## src/hw/rtl/slpc_pkg.sv

```systemverilog
// ----------------------------------------------------------------------------
// slpc_pkg - shared types and constants of the status LED pattern controller
// Level constants, timing constants and the attention burst pattern table.
// ----------------------------------------------------------------------------
`default_nettype none

package slpc_pkg;

	typedef logic [6:0] level_t;

	localparam level_t LVL_MIN    = 7'd10;
	localparam level_t LVL_MAX    = 7'd100;
	localparam level_t LVL_STATUS = 7'd35;
	localparam level_t LVL_ATTN   = 7'd75;
	localparam level_t LVL_WARN   = 7'd90;

	localparam logic [7:0] GAP_MS        = 8'd140;
	localparam logic [9:0] PREVIEW_MS    = 10'd1000;
	localparam logic [9:0] USB_WIN_MS    = 10'd650;
	localparam logic [8:0] LIVE_WIN_MS   = 9'd500;
	localparam logic [7:0] REFRESH_MS    = 8'd250;
	localparam logic [6:0] USB_PULSE_MS  = 7'd90;
	localparam logic [6:0] LIVE_PULSE_MS = 7'd70;

	// Phase width: a remainder before correction stays below twice the period
	localparam int PH_W    = 17;
	localparam int RECIP_W = 22;
	localparam int PER_W   = 16;
	localparam int XW      = 32;

	typedef logic [PER_W-1:0]   period_t;
	typedef logic [RECIP_W-1:0] recip_t;

	localparam logic [63:0] TWO32 = 64'd4294967296;
	localparam recip_t RECIP_1800  = RECIP_W'(TWO32 / 64'd1800);
	localparam recip_t RECIP_2500  = RECIP_W'(TWO32 / 64'd2500);
	localparam recip_t RECIP_3000  = RECIP_W'(TWO32 / 64'd3000);
	localparam recip_t RECIP_4000  = RECIP_W'(TWO32 / 64'd4000);
	localparam recip_t RECIP_5000  = RECIP_W'(TWO32 / 64'd5000);
	localparam recip_t RECIP_9000  = RECIP_W'(TWO32 / 64'd9000);
	localparam recip_t RECIP_30000 = RECIP_W'(TWO32 / 64'd30000);
	localparam recip_t RECIP_60000 = RECIP_W'(TWO32 / 64'd60000);

	typedef enum logic [3:0] {
		ATT_IDLE    = 4'd0,
		ATT_NODATA  = 4'd1,
		ATT_HB1     = 4'd2,
		ATT_HB2     = 4'd3,
		ATT_ACTIVE  = 4'd4,
		ATT_ATTN    = 4'd5,
		ATT_CAUTION = 4'd6,
		ATT_WARN    = 4'd7,
		ATT_STALE   = 4'd8,
		ATT_ERROR   = 4'd9
	} attn_t;

	typedef struct packed {
		period_t    period;
		recip_t     recip;
		logic [6:0] dur;
		logic [1:0] count;
		level_t     level;
	} pattern_t;

	function automatic pattern_t pattern_of(attn_t a);
		pattern_t p;
		case (a)
			ATT_ERROR:   p = '{16'd1800,  RECIP_1800,  7'd100, 2'd3, LVL_MAX};
			ATT_STALE:   p = '{16'd30000, RECIP_30000, 7'd80,  2'd3, LVL_WARN};
			ATT_WARN:    p = '{16'd3000,  RECIP_3000,  7'd100, 2'd2, LVL_WARN};
			ATT_CAUTION: p = '{16'd4000,  RECIP_4000,  7'd100, 2'd2, LVL_WARN};
			ATT_ATTN:    p = '{16'd2500,  RECIP_2500,  7'd120, 2'd1, LVL_ATTN};
			ATT_ACTIVE:  p = '{16'd5000,  RECIP_5000,  7'd80,  2'd1, LVL_STATUS};
			ATT_HB1:     p = '{16'd9000,  RECIP_9000,  7'd80,  2'd1, LVL_STATUS};
			ATT_HB2:     p = '{16'd9000,  RECIP_9000,  7'd70,  2'd2, LVL_STATUS};
			ATT_NODATA:  p = '{16'd60000, RECIP_60000, 7'd60,  2'd1, LVL_MIN};
			default:     p = '{16'd1800,  RECIP_1800,  7'd1,   2'd1, 7'd0};
		endcase
		return p;
	endfunction

	// True when the phase falls inside one of the pattern's bursts
	function automatic logic pulse_hit(logic [PH_W-1:0] ph, pattern_t p);
		logic [PH_W-1:0] d;
		logic [PH_W-1:0] st1;
		logic [PH_W-1:0] st2;
		logic            hit;
		d   = PH_W'(p.dur);
		st1 = d + PH_W'(GAP_MS);
		st2 = st1 + st1;
		hit = (ph < d);
		if (p.count >= 2'd2 && ph >= st1 && ph < st1 + d) hit = 1'b1;
		if (p.count >= 2'd3 && ph >= st2 && ph < st2 + d) hit = 1'b1;
		return hit;
	endfunction

	function automatic level_t sat_valid(level_t b);
		level_t r;
		if (b < LVL_MIN)      r = LVL_MIN;
		else if (b > LVL_MAX) r = LVL_MAX;
		else                  r = b;
		return r;
	endfunction

endpackage

`default_nettype wire

```

## src/hw/rtl/status_led_pattern_controller_top.sv

```systemverilog
// ----------------------------------------------------------------------------
// status_led_pattern_controller_top - status LED level per poll
// Tracks transport, keyboard and touch edges and picks the LED level.
// ----------------------------------------------------------------------------
// Usage:
//   s_axis carries one poll per beat; m_axis returns one result beat per poll,
//   in order. cfg_wr_en/cfg_wr_data write live_enable at a rising edge; the user
//   must do so only while the block is idle; the block does not enforce it.
//   Path: a poll accepted on s_axis passes the input register, state update,
//   reciprocal multiply, remainder and result registers on its way to m_axis.
//   Throughput: one poll per cycle while m_axis_tready stays high. The state
//   update reads the input register; the burst phase (time modulo the pattern
//   period) is a constant-reciprocal multiply spread over the following stages.
//   Reset: all flags clear, brightness 100, no pulses armed, attention idle,
//   live_enable set, no beats in flight.
//   Stall: when m_axis_tready is low the result beat holds, and the stages
//   behind it fill up; s_axis_tready falls once every stage holds a beat.
// ----------------------------------------------------------------------------
`default_nettype none

module status_led_pattern_controller_top #(
	parameter int TIME_BITS = 32
) (
	input  wire logic        clk,
	input  wire logic        arst_n,

	input  wire logic        cfg_wr_en,
	input  wire logic        cfg_wr_data,   // live_enable

	input  wire logic        s_axis_tvalid,
	output logic             s_axis_tready,
	// [31:0] now_ms, [32] usb_selected, [33] keys_active, [34] touched,
	// [41:35] backlight_level, [45:42] attention, [46] new_generation, [47] zero
	input  wire logic [47:0] s_axis_tdata,

	output logic             m_axis_tvalid,
	input  wire logic        m_axis_tready,
	// [6:0] led_level, [7] level_changed, [14:8] valid_brightness, [15] zero
	output logic [15:0]      m_axis_tdata
);

	localparam int TW = TIME_BITS;
	localparam int NB = (TIME_BITS < 32) ? TIME_BITS : 32;

	typedef logic [TW-1:0] time_t;

	// ---------------- handshake / stage enables ----------------
	logic v_s1, v_s2, v_s3, v_s4, out_v_q;
	logic en_s1, en_s2, en_s3, en_s4, en_out;

	assign en_out = !out_v_q || m_axis_tready;
	assign en_s4  = !v_s4 || en_out;
	assign en_s3  = !v_s3 || en_s4;
	assign en_s2  = !v_s2 || en_s3;
	assign en_s1  = !v_s1 || en_s2;

	assign s_axis_tready = en_s1;

	// ---------------- stage 1: input register ----------------
	logic [31:0]     now_s1;
	logic            usb_s1, keys_s1, tch_s1, gen_s1;
	slpc_pkg::level_t bl_s1;
	logic [3:0]      att_s1;

	always_ff @(posedge clk or negedge arst_n) begin
		if (!arst_n) begin
			v_s1 <= 1'b0;
		end else if (en_s1) begin
			v_s1 <= s_axis_tvalid;
		end
	end

	always_ff @(posedge clk) begin
		if (en_s1 && s_axis_tvalid) begin
			now_s1  <= s_axis_tdata[31:0];
			usb_s1  <= s_axis_tdata[32];
			keys_s1 <= s_axis_tdata[33];
			tch_s1  <= s_axis_tdata[34];
			bl_s1   <= s_axis_tdata[41:35];
			att_s1  <= s_axis_tdata[45:42];
			gen_s1  <= s_axis_tdata[46];
		end
	end

	// ---------------- controller state ----------------
	logic             live_enable_q;
	logic             usb_mode_q, keyboard_on_q, touch_on_q;
	slpc_pkg::level_t good_bright_q, seen_bl_q, shown_level_q;
	time_t            preview_dl_q, usb_start_q, live_start_q, refresh_due_q;
	logic             usb_armed_q, live_armed_q;
	slpc_pkg::attn_t  held_att_q;

	logic             n_usb, n_kb, n_touch, n_uarm, n_larm;
	slpc_pkg::level_t n_good, n_seen, bl_sat, lvl_a;
	time_t            n_pdl, n_ustart, n_lstart, n_rdue;
	time_t            now_t, rd, pd, ue, le;
	slpc_pkg::attn_t  n_held;
	logic             steady, use_pat_a;
	slpc_pkg::pattern_t pat_a;

	always_comb begin
		n_usb    = usb_mode_q;
		n_kb     = keyboard_on_q;
		n_touch  = touch_on_q;
		n_good   = good_bright_q;
		n_seen   = seen_bl_q;
		n_pdl    = preview_dl_q;
		n_ustart = usb_start_q;
		n_uarm   = usb_armed_q;
		n_lstart = live_start_q;
		n_larm   = live_armed_q;
		n_rdue   = refresh_due_q;
		n_held   = held_att_q;
		now_t    = TW'(now_s1[NB-1:0]);
		bl_sat   = slpc_pkg::sat_valid(bl_s1);

		if (usb_s1 != n_usb) begin
			n_usb = usb_s1;
			if (usb_s1) begin
				n_ustart = now_t;
				n_uarm   = 1'b1;
			end
		end
		if (keys_s1 != n_kb) begin
			n_kb = keys_s1;
			if (keys_s1) n_seen = bl_s1;
		end
		if (tch_s1 != n_touch) begin
			n_touch = tch_s1;
			if (tch_s1) begin
				if (n_kb) n_good = bl_sat;
				n_pdl = '0;
			end else begin
				n_pdl = now_t + TW'(slpc_pkg::PREVIEW_MS);
			end
		end
		if (!n_touch && n_kb && bl_s1 != n_seen) begin
			n_seen = bl_s1;
			if (bl_s1 != '0) begin
				n_good = bl_sat;
				n_pdl  = now_t + TW'(slpc_pkg::PREVIEW_MS);
			end else begin
				n_pdl = '0;
			end
		end
		if (gen_s1) begin
			n_lstart = now_t;
			n_larm   = 1'b1;
			n_rdue   = now_t;
		end

		// latch attention at most once per refresh interval, unless a new generation forces it
		rd = n_rdue - now_t;
		if (!(rd != '0 && rd <= TW'(slpc_pkg::REFRESH_MS))) begin
			n_held = slpc_pkg::attn_t'(att_s1);
			n_rdue = now_t + TW'(slpc_pkg::REFRESH_MS);
		end

		pd     = n_pdl - now_t;
		steady = n_touch ||
		         (n_pdl != '0 && pd != '0 && pd <= TW'(slpc_pkg::PREVIEW_MS));
		ue     = now_t - n_ustart;
		le     = now_t - n_lstart;

		use_pat_a = 1'b0;
		lvl_a     = n_good;
		if (!steady) begin
			if (n_uarm && ue >= TW'(slpc_pkg::USB_WIN_MS)) n_uarm = 1'b0;
			if (n_larm && le >= TW'(slpc_pkg::LIVE_WIN_MS)) n_larm = 1'b0;
			if (n_uarm) begin
				// double pulse: second one starts one gap after the first ends
				lvl_a = (ue < TW'(slpc_pkg::USB_PULSE_MS) ||
				         (ue >= TW'(slpc_pkg::USB_PULSE_MS) + TW'(slpc_pkg::GAP_MS) &&
				          ue < TW'(slpc_pkg::USB_PULSE_MS) + TW'(slpc_pkg::GAP_MS) +
				               TW'(slpc_pkg::USB_PULSE_MS)))
				        ? slpc_pkg::LVL_MAX : '0;
			end else if (!live_enable_q) begin
				lvl_a = '0;
			end else if (n_larm) begin
				lvl_a = (le < TW'(slpc_pkg::LIVE_PULSE_MS)) ? slpc_pkg::LVL_ATTN : '0;
			end else begin
				lvl_a     = '0;
				use_pat_a = 1'b1;
			end
		end

		pat_a = slpc_pkg::pattern_of(n_held);
	end

	always_ff @(posedge clk or negedge arst_n) begin
		if (!arst_n) begin
			live_enable_q <= 1'b1;
			usb_mode_q    <= 1'b0;
			keyboard_on_q <= 1'b0;
			touch_on_q    <= 1'b0;
			good_bright_q <= slpc_pkg::LVL_MAX;
			seen_bl_q     <= '0;
			preview_dl_q  <= '0;
			usb_start_q   <= '0;
			usb_armed_q   <= 1'b0;
			live_start_q  <= '0;
			live_armed_q  <= 1'b0;
			refresh_due_q <= '0;
			held_att_q    <= slpc_pkg::ATT_IDLE;
		end else begin
			if (cfg_wr_en) live_enable_q <= cfg_wr_data;
			if (v_s1 && en_s2) begin
				usb_mode_q    <= n_usb;
				keyboard_on_q <= n_kb;
				touch_on_q    <= n_touch;
				good_bright_q <= n_good;
				seen_bl_q     <= n_seen;
				preview_dl_q  <= n_pdl;
				usb_start_q   <= n_ustart;
				usb_armed_q   <= n_uarm;
				live_start_q  <= n_lstart;
				live_armed_q  <= n_larm;
				refresh_due_q <= n_rdue;
				held_att_q    <= n_held;
			end
		end
	end

	// ---------------- stages 2..4: burst phase ----------------
	logic [slpc_pkg::XW-1:0] x_s2, x_s3;
	slpc_pkg::pattern_t      pat_s2, pat_s3, pat_s4;
	logic                    use_pat_s2, use_pat_s3, use_pat_s4;
	slpc_pkg::level_t        lvl_s2, lvl_s3, lvl_s4;
	slpc_pkg::level_t        good_s2, good_s3, good_s4;
	logic [slpc_pkg::XW+slpc_pkg::RECIP_W-1:0] prod_s3;
	logic [slpc_pkg::PH_W-1:0] ph0_s4;

	logic [slpc_pkg::RECIP_W-1:0]                  quo;
	logic [slpc_pkg::RECIP_W+slpc_pkg::PER_W-1:0]  qc;
	logic [slpc_pkg::PH_W-1:0]                     ph0_c, ph_d;
	slpc_pkg::level_t                              lvl_d;

	// quotient estimate is exact or one short; the remainder is below 2*period
	assign quo   = prod_s3[slpc_pkg::XW +: slpc_pkg::RECIP_W];
	assign qc    = (slpc_pkg::RECIP_W+slpc_pkg::PER_W)'(quo) *
	               (slpc_pkg::RECIP_W+slpc_pkg::PER_W)'(pat_s3.period);
	assign ph0_c = x_s3[slpc_pkg::PH_W-1:0] - qc[slpc_pkg::PH_W-1:0];

	always_comb begin
		if (ph0_s4 >= slpc_pkg::PH_W'(pat_s4.period))
			ph_d = ph0_s4 - slpc_pkg::PH_W'(pat_s4.period);
		else
			ph_d = ph0_s4;
		if (use_pat_s4)
			lvl_d = slpc_pkg::pulse_hit(ph_d, pat_s4) ? pat_s4.level : '0;
		else
			lvl_d = lvl_s4;
	end

	always_ff @(posedge clk or negedge arst_n) begin
		if (!arst_n) begin
			v_s2          <= 1'b0;
			v_s3          <= 1'b0;
			v_s4          <= 1'b0;
			out_v_q       <= 1'b0;
			shown_level_q <= '0;
		end else begin
			if (en_s2) v_s2 <= v_s1;
			if (en_s3) v_s3 <= v_s2;
			if (en_s4) v_s4 <= v_s3;
			if (en_out) begin
				out_v_q <= v_s4;
				if (v_s4) shown_level_q <= lvl_d;
			end
		end
	end

	logic [6:0] led_q, vb_q;
	logic       chg_q;

	always_ff @(posedge clk) begin
		if (en_s2 && v_s1) begin
			x_s2       <= slpc_pkg::XW'(now_s1[NB-1:0]);
			pat_s2     <= pat_a;
			use_pat_s2 <= use_pat_a;
			lvl_s2     <= lvl_a;
			good_s2    <= n_good;
		end
		if (en_s3 && v_s2) begin
			x_s3       <= x_s2;
			prod_s3    <= (slpc_pkg::XW+slpc_pkg::RECIP_W)'(x_s2) *
			              (slpc_pkg::XW+slpc_pkg::RECIP_W)'(pat_s2.recip);
			pat_s3     <= pat_s2;
			use_pat_s3 <= use_pat_s2;
			lvl_s3     <= lvl_s2;
			good_s3    <= good_s2;
		end
		if (en_s4 && v_s3) begin
			ph0_s4     <= ph0_c;
			pat_s4     <= pat_s3;
			use_pat_s4 <= use_pat_s3;
			lvl_s4     <= lvl_s3;
			good_s4    <= good_s3;
		end
		if (en_out && v_s4) begin
			led_q <= lvl_d;
			chg_q <= (lvl_d != shown_level_q);
			vb_q  <= good_s4;
		end
	end

	assign m_axis_tvalid = out_v_q;
	assign m_axis_tdata  = {1'b0, vb_q, chg_q, led_q};

endmodule

`default_nettype wire
```

## config.mk

```make
export PLATFORM = sky130hd
export DESIGN_NAME = status_led_pattern_controller_top
export DESIGN_NICKNAME = d
export VERILOG_FILES = /design/src/hw/rtl/slpc_pkg.sv /design/src/hw/rtl/status_led_pattern_controller_top.sv
export SDC_FILE = /design/constraint.sdc
export NUM_CORES = 2
export LEC_CHECK = 0
export ABC_AREA = 1
export BUFFER_PORTS_ARGS = -buffer_cell sky130_fd_sc_hd__buf_2
export CORE_ASPECT_RATIO = 1.4
export CORE_MARGIN = 2
export CORE_UTILIZATION = 30
export DETAILED_ROUTE_END_ITERATION = 8
export SYNTH_ARGS = -nofsm -noshare
export SYNTH_HDL_FRONTEND = slang
export SYNTH_SLANG_ARGS = --single-unit
```

## constraint.sdc

```tcl
create_clock -name clk -period 7.25 [get_ports clk]
set_input_delay 0.725 -clock clk [delete_from_list [all_inputs] [get_ports clk]]
set_output_delay 0.725 -clock clk [all_outputs]
set_load 0.01 [all_outputs]
```

Yosys cells after proc, flatten, opt, wreduce, memory -nomap -nowiden
Memory sizes are Yosys's and may differ from the RTL's. A register that Yosys moved wholly into a read port is not among the register bits.
Index checks and enable logic that the tools add are counted.
{ "totals": {"regBits": 471, "input_bits": 54, "latch_bits": 0, "ramBits": 0, "memories": 1, "rom_bits": 832} }
{ "classes": {"shifts": 0, "bitwise": 1, "addsub": 12, "magnitude_cmp": 18, "multipliers": 2, "n_eq_ne": 5, "reduce_logical": 37, "muxes": 44, "div": 0} }
{ "memory_table": {"columns": ["memory", "depth", "word_bits", "read_ports", "rd_clocked_by_memory_dff", "wr", "line_no", "text"], "rows": [
  ["(name not given)", 16, 52, 1, 1, 0, "slpc_pkg.sv:67", "case (a)"]
]} }
{ "ops": {"columns": ["cell", "count"], "rows": [
  ["two-way mux 32 bit", 9],
  ["subtractor 32 bit", 4],
  ["two-way mux 7 bit", 18],
  ["nonzero test 32 bit", 3],
  ["less-than comparator 32 x 7 -> 1 bit, second input constant", 2],
  ["multiplier 32 x 22 -> 54 bit", 1],
  ["adder 32 x 10 -> 32 bit, second input constant", 1],
  ["adder 32 x 8 -> 32 bit, second input constant", 1],
  ["greater-or-equal comparator 32 x 10 -> 1 bit, second input constant", 1],
  ["greater-or-equal comparator 32 x 8 -> 1 bit, second input constant", 1],
  ["greater-or-equal comparator 32 x 9 -> 1 bit, second input constant", 1],
  ["less-or-equal comparator 32 x 10 -> 1 bit, second input constant", 1],
  ["less-or-equal comparator 32 x 8 -> 1 bit, second input constant", 1],
  ["less-than comparator 32 x 9 -> 1 bit, second input constant", 1],
  ["multiplier 22 x 16 -> 17 bit", 1],
  ["greater-or-equal comparator 17 x 10 -> 1 bit", 1],
  ["greater-or-equal comparator 17 x 16 -> 1 bit", 1],
  ["greater-or-equal comparator 17 x 9 -> 1 bit", 1],
  ["logical AND 1 bit", 17],
  ["less-than comparator 17 x 10 -> 1 bit", 1],
  ["less-than comparator 17 x 11 -> 1 bit", 1],
  ["less-than comparator 17 x 7 -> 1 bit", 1],
  ["two-way mux 17 bit", 1],
  ["subtractor 17 x 16 -> 17 bit", 1],
  ["18 further kinds", 48]
]} }

Logic depth before layout (Yosys ltp)
{ "logic_depth": {"depth_word": 16, "depth_mapped": 38, "mapped_depth_nobuf": 37} }

Worst setup path before layout
No wires, ideal clock.
{ "synth_path": {"kind": "register to register", "start": "register pat_s2[37] (netlist name)", "end": "register prod_s3[45] (netlist bit), data pin", "arrival_ps": 6347, "path_stages_with_launch": 26, "setup_time_ps": 265, "n_path_buf": 2, "slack_ps": 638, "cell_sequence": "edfxtp_1 -> clkbuf_1 -> clkbuf_1 -> nand2_1 -> fa_1 -> inv_1 -> fa_1 -> inv_1 -> fa_1 -> fa_1 -> fa_1 -> inv_1 -> fa_1 -> inv_1 -> fa_1 -> inv_1 -> ha_1 -> nand2_1 -> nor2_1 -> inv_1 -> nor3_1 -> nand3_1 -> o211ai_1 -> a21oi_1 -> o21ai_0 -> xor2_1"} }
{ "synth_between": {"elab_chain_cells": 1} }
{ "synth_rtl": {"columns": ["element", "line_no", "text"], "rows": [
  ["multiplier 32 x 22 -> 54 bit", "status_led_pattern_controller_top.sv:286", "prod_s3 <= (slpc_pkg::XW+slpc_pkg::RECIP_W)'(x_s2) *"],
  ["end signal: assignment", "status_led_pattern_controller_top.sv:286", null],
  ["end: declaration", "status_led_pattern_controller_top.sv:230", "logic [slpc_pkg::XW+slpc_pkg::RECIP_W-1:0] prod_s3;"]
]} }
Every way passes these cells.
A chain may end at the register's enable or synchronous reset.

Final worst setup path
{ "layout_path": {"start": "register pat_s2[21] (netlist name)", "end": "register prod_s3[45] (netlist bit), data pin"} }
{ "layout_between": {"elab_chain_cells": 1} }
{ "layout_rtl": {"columns": ["element", "line_no"], "rows": [
  ["multiplier 32 x 22 -> 54 bit", "status_led_pattern_controller_top.sv:286"]
]} }
Every way passes these cells.

==> flow_summary_export.csv <==
group,metric,value,unit
run_status,status,"finished clean",
synth,yosysTopAreaCellShare,23.0,%
synth,synth_cell_type_count,62,
timing,fmax,144,MHz
clock_network,clkTransAtPathRegs,60,ps
clock_network,clk_latency,690,ps
place,place.gp.congestion,0.987,
synth,ys.flop_type,"edfxtp_1",
clock_network,cts.path.max_buffers,3,
synth,yosysMostFrequentCell,"nand2_1",
synth,ys_warn_count,0,
final_layout,drive_gt1_share,5.10,%
timing,setup_ws,295,ps
synth,synth-async-reset-ratio,35.8,%
route,met2_length,95.7,mm
place,io_buffers,69,
final_layout,synthToLayoutAreaGrowth,11.0,%
floorplanning,die_area,196000,µm²
timing,fin_skew,61.3,ps
clock_network,cts_buffers,55,
grt,grt_pass1_vias,51300,
final_layout,nNetsFinal,8924,
timing,finalSetupTns,0,ps
synth,muxShareOfSynthArea,0.0195,%
timing,slew-limit-headroom,23.0,%
synth,syn-num-nets,8835,
setup_path,path_common_cell,"fa_1",
setup_path,crit_path_top_delay_cell,"fa_1",
synth,synth_top_family_by_area,"adder cells",
grt,grt_max_degree,194,
place,dp_slack,121,ps
synth,yosys.area_share.simple,23.1,%
setup_path,critPathLaunchType,"register",
timing,setup_violations,0,
timing,report.final.slew_viol_count,0,
grt,antenna_found_initial,6,
grt,grt.total_usage,19.0,%
timing,fin_crit_sh,95.9,%
synth,synthCells,7706,
clock_network,root_buffer,"clkbuf_16",
timing,rsz0062_at_grt,"false",
route,totalWireLength,186,mm
synth,synthTopCellsByArea,"fa_1 (23%), edfxtp_1 (15%), nand2_1 (15%)",
setup_path,cp.required,7680,ps
setup_path,path_max_fanout,9,
floorplanning,die_x,374,µm
synth,synth_compound_area_share,7.08,%
floorplanning,fp.coreArea,191000,µm²
setup_path,cp_top_family,"adder cells",
synth,synthAdderAreaFrac,32.0,%
setup_path,cp-end-kind,"register",
floorplanning,die_height,523,µm
setup_path,arrival,7380,ps
hold_path,hp-class,"input port to asynchronous set/reset pin",
route,drtIter0Drc,3187,
route,m1WireLength,69.2,mm
route,drc_errors,0,
synth,yosys.area.top_type,"fa_1",
synth,netlist_area,57600,µm²
clock_network,cts.sinks,458,
setup_path,criticalPathCategory,"register to register",
synth,synth_common_cells,"nand2_1 (2344), inv_1 (1707), fa_1 (662)",
grt,grt_first_pass_wirelength,289,mm
floorplanning,ios,72,
route,avgViaCountPerCell,4.79,
flow_run,maxCapViolCount,0,
synth,synth-edff-count,294,
synth,seq_area_frac_synth,22.4,%
synth,ys_seq_elements,458,
route,dr.pass1.iters,8,
route,wl_per_cell,18.0,µm
timing,fin_crit,6960,ps
route,via_count,49500,
synth,syn-mean-instance-area,7.48,µm²
setup_path,slowest_delay,560,ps
synth,synthXorXnorAreaFrac,2.58,%
route,ant_nets,0,
clock_network,cts_tree,"built",
place,dp_hpwl,150,mm
grt,overflow,0,
setup_path,path_buf_inv,7,
floorplanning,std_cell_rows,190,
clock_network,htreeDepth,2,
route,wl_met3,9.01,mm
route,highest_layer,"met5",
timing,tightest_slew,1140,ps
floorplanning,start_util,30.2,%
timing,hold_viol,0,
worst reg2reg max path, stage by stage, from the launching register on:
cell,delay [ps]
edfxtp_1,540
buf_12,230
buf_4,180
nand2_1,70
inv_1,60
fa_1,480
inv_1,60
fa_1,500
inv_1,50
fa_1,490
fa_1,540
fa_1,440
fa_1,540
inv_1,50
fa_1,560
inv_1,50
ha_1,320
a21oi_1,150
nor2_1,70
nor2_1,90
o21ai_0,90
nand2_1,70
nand2_1,70
a221oi_2,240
o211ai_1,260
a21oi_2,250
o21ai_1,90
xor2_1,140
cell type report:
cell class	count	area [µm²]
Antenna cell	2	5.00
Clock buffer	64	1410
Clock inverter	40	424
Fill cell	20300	127000
Inverter	1716	6450
Multi-Input combinational cell	5303	37400
Sequential cell	458	12900
Tap cell	2496	3120
Timing Repair Buffer	261	2250
state kept, by name, indices dropped and copies added, names as in the netlist, 15 cells and up:
register       cells
refresh_due_q     32
prod_s3           15
usb_start_q       32
pat_s4            29
preview_dl_q      32
live_start_q      32
now_s1            32
x_s2              32
ph0_s4            17
x_s3              17
pat_s3            29
pat_s2            48
layer usage:
metal | track usage (%) | up-vias
met5 | 0 | -
met4 | 10.5 | 4
met3 | 2.05 | 496
met2 | 35.2 | 1474
met1 | 21.2 | 23900
li1 | - | 23600
kinds of logic after synthesis:
family | after synthesis
flip-flops | 458
AND/OR/NAND/NOR | 3303
XOR/XNOR | 170
other | 1
AO/OA/AOI/OAI | 753
multiplexers | 1
adder cells (fa/ha/maj) | 1075
buffers and inverters | 1945
cells in the final DEF (no fill, tap or decap), drive strengths merged, types with 128 or more instances in the layout:
cell / n
nand2: 2350
inv: 1715
fa: 662
nor2: 459
ha: 413
o21ai: 354
nand3: 299
edfxtp: 294
a21oi: 267
buf: 259
dfrtp: 160
xor2: 128
timing repair:
action,4_1_cts,5_1_grt
setup endpoints to repair,0,4
gates resized for setup,0,8
hold buffers,0,0
buffers inserted,0,8
stage by stage:
| stage | instance area, µm² | cells | utilization [%] | hold WS, ps |
|---|---|---|---|---|
| final | 64000 | 10300 | 33.5 | 141 |
| after global routing | 64000 | 10300 | 33.5 | 172 |
| after CTS | 63800 | 10300 | 33.4 | 171 |
| after detailed placement | 62000 | 10200 | 32.4 | 405 |
| after global placement | 62000 | 10200 | 32.4 | 403 |
| after floorplan | 57600 | 7706 | - | 400 |
worst paths after layout:
kind / from / end / slack [ps] / cells after the start
worst max-delay path: pat_s2[21] / prod_s3[45] / 290 / 27
worst min-delay path: arst_n / m_axis_tvalid / 140 / 1
worst max register to register: pat_s2[21] / prod_s3[45] / 290 / 27
worst min register to register: pat_s2[42] / pat_s3[42] / 400 / 0
max in group asynchronous: arst_n / live_start_q[23] / 5540 / 2
min in group clk: s_axis_tdata[4] / now_s1[4] / 210 / 1
Power is not shown: default switching activity piles up to over one toggle a cycle in this logic, so the estimate is an artifact.
